### config.mk
export PLATFORM = sky130hd
export DESIGN_NAME = date_add_days
export DESIGN_NICKNAME = d
export VERILOG_FILES = /design/src/rtl/core/dad_pkg.sv /design/src/rtl/core/dad_alu.sv /design/src/rtl/core/dad_mlen.sv /design/src/rtl/core/date_add_days.sv
export SDC_FILE = /design/constraint.sdc
export NUM_CORES = 1
export LEC_CHECK = 0
export BUFFER_PORTS_ARGS = -buffer_cell sky130_fd_sc_hd__buf_2
export CORE_AREA = 2 2 139 141
export CTS_BUF_LIST = sky130_fd_sc_hd__clkbuf_8
export DETAILED_ROUTE_END_ITERATION = 7
export DIE_AREA = 0 0 141 143
export PLACE_DENSITY = 0.52
export SKIP_LAST_GASP = 1
export SLEW_MARGIN = 20
export SYNTH_ARGS = -nofsm -noshare
export SYNTH_HDL_FRONTEND = slang
export SYNTH_SLANG_ARGS = --single-unit
### constraint.sdc
create_clock -name clk_i -period 7.3 [get_ports clk_i]
set_input_delay 0.365 -clock clk_i [delete_from_list [all_inputs] [get_ports clk_i]]
set_output_delay 0.365 -clock clk_i [all_outputs]
set_load 0.01 [all_outputs]
### src/rtl/core/dad_pkg.sv
// Shared widths, constants and types for the date adder.
// No dependencies; imported by every module of the block.
package dad_pkg;

  // Field widths of the request and result.
  localparam int unsigned DayW  = 5;
  localparam int unsigned MonW  = 4;
  localparam int unsigned YearW = 14;
  localparam int unsigned CntW  = 15;

  // Running day count: months before the start, day and count never exceed 16 bits.
  localparam int unsigned RemW  = 16;

  // Position of the year in the 400-year Gregorian cycle.
  localparam int unsigned CycW  = 9;

  // Calendar constants.
  localparam logic [RemW-1:0] YearsPerCycle = RemW'(400);
  localparam logic [CycW-1:0] LastCycYear   = CycW'(399);
  localparam logic [CycW-1:0] Century1      = CycW'(100);
  localparam logic [CycW-1:0] Century2      = CycW'(200);
  localparam logic [CycW-1:0] Century3      = CycW'(300);
  localparam logic [MonW-1:0] MonthFirst    = MonW'(1);
  localparam logic [MonW-1:0] MonthLast     = MonW'(12);

  // Operation of the shared adder.
  typedef enum logic {
    ALU_ADD = 1'b0,
    ALU_SUB = 1'b1
  } alu_op_e;

  typedef struct packed {
    alu_op_e         op;
    logic [RemW-1:0] a;
    logic [RemW-1:0] b;
  } alu_req_t;

  typedef struct packed {
    logic [RemW-1:0] res;
    logic            ge;   // a >= b, valid for a subtraction
    logic            gt;   // a >  b, valid for a subtraction
  } alu_rsp_t;

endpackage

### src/rtl/core/dad_alu.sv
// Shared add/subtract and compare unit of the date adder.
// Depends on dad_pkg for widths and the request and response types.
module dad_alu
  import dad_pkg::*;
(
  input  alu_req_t req_i,
  output alu_rsp_t rsp_o
);

  logic            sub;
  logic [RemW-1:0] b_mod;
  logic [RemW:0]   sum;

  // One carry chain serves both operations; a subtraction adds the inverted operand.
  assign sub   = (req_i.op == ALU_SUB);
  assign b_mod = sub ? ~req_i.b : req_i.b;
  assign sum   = {1'b0, req_i.a} + {1'b0, b_mod} + {{RemW{1'b0}}, sub};

  // The carry out of a subtraction means no borrow, so a is at least b.
  assign rsp_o.res = sum[RemW-1:0];
  assign rsp_o.ge  = sum[RemW];
  assign rsp_o.gt  = sum[RemW] && (sum[RemW-1:0] != '0);

endmodule

### src/rtl/core/dad_mlen.sv
// Month length lookup with the Gregorian leap rule.
// Depends on dad_pkg for widths and calendar constants.
module dad_mlen
  import dad_pkg::*;
(
  input  logic [MonW-1:0] month_i,
  input  logic [CycW-1:0] cyc_i,
  output logic [DayW-1:0] len_o
);

  // Lengths of a common year; index 0 is January.
  localparam logic [DayW-1:0] LenTab [12] = '{
    DayW'(31), DayW'(28), DayW'(31), DayW'(30), DayW'(31), DayW'(30),
    DayW'(31), DayW'(31), DayW'(30), DayW'(31), DayW'(30), DayW'(31)
  };

  logic century;
  logic leap;

  // The year modulo 4 equals its cycle position modulo 4, since 400 is a multiple of 4.
  assign century = (cyc_i == Century1) || (cyc_i == Century2) || (cyc_i == Century3);
  assign leap    = (cyc_i == '0) || ((cyc_i[1:0] == 2'b00) && !century);

  // Months outside January to December have no days.
  always_comb begin
    case (month_i)
      4'd1, 4'd3, 4'd4, 4'd5, 4'd6, 4'd7, 4'd8, 4'd9, 4'd10, 4'd11, 4'd12: begin
        len_o = LenTab[month_i - MonthFirst];
      end
      4'd2: begin
        len_o = leap ? DayW'(29) : DayW'(28);
      end
      default: begin
        len_o = '0;
      end
    endcase
  end

endmodule

### src/rtl/core/date_add_days.sv
// Gregorian date plus a day count: one request gives one result, and a new request is taken
// only after the previous result has been handed over. All arithmetic runs through one 16-bit
// adder, one step per cycle: the year is placed in the 400-year cycle by repeated subtraction
// of 400, the months before the start month are summed, the day and the count are added, and
// the months are then walked one by one until the remainder fits in the current month, after
// which the result is held until it is taken.
// Depends on dad_pkg, dad_alu and dad_mlen.
module date_add_days
  import dad_pkg::*;
(
  input  logic             clk_i,
  input  logic             rst_ni,
  input  logic             in_valid_i,
  output logic             in_ready_o,
  input  logic [DayW-1:0]  start_day_i,
  input  logic [MonW-1:0]  start_month_i,
  input  logic [YearW-1:0] start_year_i,
  input  logic [CntW-1:0]  days_to_add_i,
  output logic             out_valid_o,
  input  logic             out_ready_i,
  output logic [DayW-1:0]  end_day_o,
  output logic [MonW-1:0]  end_month_o,
  output logic [YearW-1:0] end_year_o
);

  typedef enum logic [6:0] {
    ST_IDLE = 7'b0000001,
    ST_MOD  = 7'b0000010,
    ST_SUM  = 7'b0000100,
    ST_ADDD = 7'b0001000,
    ST_ADDN = 7'b0010000,
    ST_WALK = 7'b0100000,
    ST_DONE = 7'b1000000
  } state_e;

  state_e           state_q, state_d;
  logic [RemW-1:0]  rem_q, rem_d;
  logic [MonW-1:0]  m_q, m_d;
  logic [MonW-1:0]  mon_q, mon_d;
  logic [DayW-1:0]  day_q, day_d;
  logic [CntW-1:0]  cnt_q, cnt_d;
  logic [YearW-1:0] year_q, year_d;
  logic [CycW-1:0]  cyc_q, cyc_d;

  alu_req_t         alu_req;
  alu_rsp_t         alu_rsp;
  logic [DayW-1:0]  len;

  dad_alu u_alu (
    .req_i (alu_req),
    .rsp_o (alu_rsp)
  );

  dad_mlen u_mlen (
    .month_i (m_q),
    .cyc_i   (cyc_q),
    .len_o   (len)
  );

  // Operand selection for the shared adder in each step.
  always_comb begin
    alu_req.op = ALU_ADD;
    alu_req.a  = rem_q;
    alu_req.b  = '0;
    case (state_q)
      ST_MOD: begin
        alu_req.op = ALU_SUB;
        alu_req.b  = YearsPerCycle;
      end
      ST_SUM: begin
        alu_req.b = RemW'(len);
      end
      ST_ADDD: begin
        alu_req.b = RemW'(day_q);
      end
      ST_ADDN: begin
        alu_req.b = RemW'(cnt_q);
      end
      ST_WALK: begin
        alu_req.op = ALU_SUB;
        alu_req.b  = RemW'(len);
      end
      default: begin
        alu_req.b = '0;
      end
    endcase
  end

  // Sequencer: reduce the year, sum earlier months, add day and count, then walk the months.
  always_comb begin
    state_d = state_q;
    rem_d   = rem_q;
    m_d     = m_q;
    mon_d   = mon_q;
    day_d   = day_q;
    cnt_d   = cnt_q;
    year_d  = year_q;
    cyc_d   = cyc_q;
    case (state_q)
      ST_IDLE: begin
        if (in_valid_i) begin
          day_d   = start_day_i;
          mon_d   = start_month_i;
          cnt_d   = days_to_add_i;
          year_d  = start_year_i;
          rem_d   = RemW'(start_year_i);
          state_d = ST_MOD;
        end
      end
      ST_MOD: begin
        if (alu_rsp.ge) begin
          rem_d = alu_rsp.res;
        end else begin
          cyc_d   = rem_q[CycW-1:0];
          rem_d   = '0;
          m_d     = MonthFirst;
          state_d = ST_SUM;
        end
      end
      ST_SUM: begin
        if (m_q < mon_q) begin
          rem_d = alu_rsp.res;
          m_d   = m_q + MonW'(1);
        end else begin
          state_d = ST_ADDD;
        end
      end
      ST_ADDD: begin
        rem_d   = alu_rsp.res;
        state_d = ST_ADDN;
      end
      ST_ADDN: begin
        rem_d   = alu_rsp.res;
        m_d     = MonthFirst;
        state_d = ST_WALK;
      end
      ST_WALK: begin
        if (alu_rsp.gt) begin
          rem_d = alu_rsp.res;
          if (m_q == MonthLast) begin
            m_d    = MonthFirst;
            year_d = year_q + YearW'(1);
            cyc_d  = (cyc_q == LastCycYear) ? '0 : cyc_q + CycW'(1);
          end else begin
            m_d = m_q + MonW'(1);
          end
        end else begin
          state_d = ST_DONE;
        end
      end
      ST_DONE: begin
        if (out_ready_i) begin
          state_d = ST_IDLE;
        end
      end
      default: begin
        state_d = ST_IDLE;
      end
    endcase
  end

  // Control state.
  always_ff @(posedge clk_i or negedge rst_ni) begin
    if (!rst_ni) begin
      state_q <= ST_IDLE;
    end else begin
      state_q <= state_d;
    end
  end

  // Working registers; each is written before it is read.
  always_ff @(posedge clk_i) begin
    rem_q  <= rem_d;
    m_q    <= m_d;
    mon_q  <= mon_d;
    day_q  <= day_d;
    cnt_q  <= cnt_d;
    year_q <= year_d;
    cyc_q  <= cyc_d;
  end

  // Handshake and result.
  assign in_ready_o  = (state_q == ST_IDLE);
  assign out_valid_o = (state_q == ST_DONE);
  assign end_day_o   = rem_q[DayW-1:0];
  assign end_month_o = m_q;
  assign end_year_o  = year_q;

  // An accepted request always starts with the year reduction.
  a_start_mod : assert property (@(posedge clk_i) disable iff (!rst_ni)
    (in_valid_i && in_ready_o) |=> (state_q == ST_MOD))
    else $error("request accepted without entering the year reduction");

  // While walking, the month counter stays within a real month.
  a_walk_month : assert property (@(posedge clk_i) disable iff (!rst_ni)
    (state_q == ST_WALK) |-> ((m_q >= MonthFirst) && (m_q <= MonthLast)))
    else $error("month counter left January to December during the walk");

  // The cycle position stays below 400 and agrees with the year modulo 4.
  a_cycle_pos : assert property (@(posedge clk_i) disable iff (!rst_ni)
    ((state_q == ST_SUM) || (state_q == ST_WALK)) |->
      ((cyc_q <= LastCycYear) && (cyc_q[1:0] == year_q[1:0])))
    else $error("400-year cycle position out of step with the year");

  // A finished result always fits in a month.
  a_day_fits : assert property (@(posedge clk_i) disable iff (!rst_ni)
    out_valid_o |-> (rem_q <= RemW'(31)))
    else $error("result day does not fit in a month");

endmodule
==> reports/results.tsv <==
metric	value	unit
setup_tns	0	ns
h-tree-depth	3	
top_usage_layer	met2	
coreArea	18600	um2
status	finished, final reports clean	
syn_area	4740	um2
worstMarginPinSlew	0.951	ns
internal_power	0.00112	W
worst-path-max-fanout	9	
cts_setup_buffers	0	
insertion_delay	0.36	ns
met2_usage	22.4	%
synthArstFlopShare	9.46	%
dr_total_vias	3712	
drive_gt1_share	19.0	%
relSlewSlack	35.7	%
grt_usage	12.9	%
grt_pass1_wl	20000	um
place_hpwl	9830	um
cp.required	7.38	ns
synth_seq_cells	74	
setup_ws	1.14	ns
cts_tree	yes	
switching_power	0.000682	W
clock_path_buffers	2	
avgSynthCellArea	10.2	um2
place_ws	1.28	ns
synth_nets	535	
std_cell_rows	50	
drc	0	
maxCapViolCount	0	
worstSetupEndpointType	register	
ir_worst_vdd	0.0899	mV
io_pins	67	
critPathArrivalTime	6.24	ns
utilization	30.1	%
post-route-min-period	6.16	ns
yosys.area.top_type	edfxtp_1	
grt_use_met1	16.3	%
area_delta_synth_final	17.8	%
routed_wl	12800	um
drt_first_pass_iters	4	
first_global_vias	3789	
clockPowerShare	20.9	%
initial_core_util	25.5	%
antenna_found_initial	0	
grt.overflow.total	0	
grt_max_degree	43	
synth_area_leaders	edfxtp_1, ha_1, nand2_1	
synthCells	466	
drt_iter0_markers	240	
hold_violations	0	
wl_per_cell	16.7	um
p_leak	2.34	nW
ys.flop_type	edfxtp_1	
seq_power_share	38.8	%
ys_top_cells_by_count	edfxtp_1, nand2_1, nor2_1, o21ai_0, ha_1	
fillers	1932	
diodes	0	
clock.fmax	162	MHz
cts_resized	0	
clock_skew	0.0150	ns
ant_nets	0	
yosysWarnings	0	
use_met3	2.78	%
synth-seq-area-share	46.1	%
io_buffers	66	
fp.dieW	141	um
drv_slew	0	
synth_edf_count	67	
criticalPathCategory	reg2reg	
ys_types	70	
power_density	322	nW/um2
yosysMostFrequentCell	edfxtp_1	
rsz0062_at_grt	no	
setup_viol	0	
dieHeight	143	um
clkTransAtPathRegs	0.08	ns
cts_sinks	74	
p_sw_share	37.9	%
post-route-period-util	84.4	%
die_area	20200	um2
critPathLaunchType	register	
final_nets	596	
hold_class	in2reg	
vias_per_cell	4.85	
synth_top_area_share	42.4	%
cts-buffers-inserted	9	
comb_power_share	40.3	%
gp_congestion	0.852	
cts_root_buf	clkbuf_8	
## cell type report
cell class	count	area, um2	area share, %
clock buffer	12	165	2.96
clock inverter	4	72.6	1.30
inverter	17	63.8	1.14
multi-input combinational	351	2410	43.2
sequential	74	2190	39.2
tap	234	293	5.24
timing repair buffer	74	393	7.03
## layout by cell type (no fill, tap or decap), drive strengths merged, types with 9 or more instances in the layout
cell	n
nand2	62
nand3	11
buf	73
edfxtp	67
o21a	9
xnor2	19
nor2	29
ha	26
nor3	9
clkbuf	12
inv	17
xor2	16
o21ai	31
a22o	10
a21o	19
a21oi	17
## sequential cells by signal (all words and copies together) (netlist names)
name and count:
end_year_o 14, state_q 7, rem_q 16, cnt_q 15, end_month_o 4, cyc_q 9, mon_q 4, day_q 5
## power by group through the flow
stage | combinational [W] | clock, W | sequential [W]
2_1_floorplan | 0.000517 | 0 | 0.000686
3_3_place_gp | 0.000718 | 0 | 0.000707
3_5_place_dp | 0.000726 | 0 | 0.000709
4_1_cts | 0.000730 | 0.000392 | 0.000700
5_1_grt | 0.000808 | 0.000407 | 0.000713
6_report | 0.000726 | 0.000375 | 0.000698
## path summary, 6_finish.rpt
| path | from | end | slack (ns) | cells after the start |
|---|---|---|---|---|
| setup / recovery | end_month_o[0]$_DFFE_PP_ | end_month_o[1]$_DFFE_PP_ | 1.14 | 19 |
| hold / removal | start_day_i[0] | day_q[0]$_DFFE_PP_ | 0.17 | 1 |
| setup reg to reg | end_month_o[0]$_DFFE_PP_ | end_month_o[1]$_DFFE_PP_ | 1.14 | 19 |
| hold reg to reg | rem_q[5]$_DFFE_PP_ | cyc_q[5]$_DFFE_PP_ | 0.60 | 2 |
| max in group asynchronous | rst_ni | state_q[0]$_DFFE_PN1P_ | 6.71 | 2 |
| min in group asynchronous | rst_ni | state_q[4]$_DFFE_PN0P_ | 0.36 | 2 |
## routing by layer
layer | part of all wire [%] | up-vias
li1 | - | 1852
met1 | 46 | 1796
met2 | 51 | 55
met3 | 2.7 | 9
met4 | 1.1 | 0
met5 | 0 | -
## critical path, stage by stage, from the launching register on
cell       delay (ns)
edfxtp_1         0.54
inv_1            0.15
ha_1             0.31
xor2_1           0.18
a2111oi_0        0.48
a2111o_1         0.22
a31oi_1          0.19
or2_1            0.36
fa_1             0.43
a21o_1           0.19
a221oi_1         0.52
nor3_1           0.13
o21a_1           0.23
or4b_1           0.47
o311a_1          0.17
o211a_1          0.12
o2111ai_1        0.14
o31ai_4          0.15
a2111oi_0        0.64
buf_4            0.25
## through the flow
step / total power (W) / cells / instance area (um2) / hold slack, ns
2_1_floorplan: 0.00120 / 466 / 4740 / 0.0694
3_3_place_gp: 0.00143 / 749 / 5330 / 0.207
3_5_place_dp: 0.00144 / 749 / 5330 / 0.208
4_1_cts: 0.00182 / 766 / 5580 / 0.138
5_1_grt: 0.00193 / 766 / 5590 / 0.143
6_report: 0.00180 / 766 / 5590 / 0.172
## repair_timing
action / CTS / global route
hold buffers: 1 / 0
setup endpoints to repair: 0 / 0
hold endpoints to repair: 6 / 0
## logic make-up (layout without fill, tap and decap cells)
family | count (synthesis) | count (layout) | synth area share (%)
AO/OA/AOI/OAI | 124 | 124 | 18.4
XOR/XNOR | 35 | 35 | 6.46
adder cells (fa/ha/maj) | 27 | 27 | 7.28
buffers and inverters | 41 | 107 | 3.75
flip-flops | 74 | 74 | 46.1
multiplexers | 3 | 3 | 0.633
AND/OR/NAND/NOR | 162 | 162 | 17.3
No activity file was read; power rests on OpenSTA's default activity.
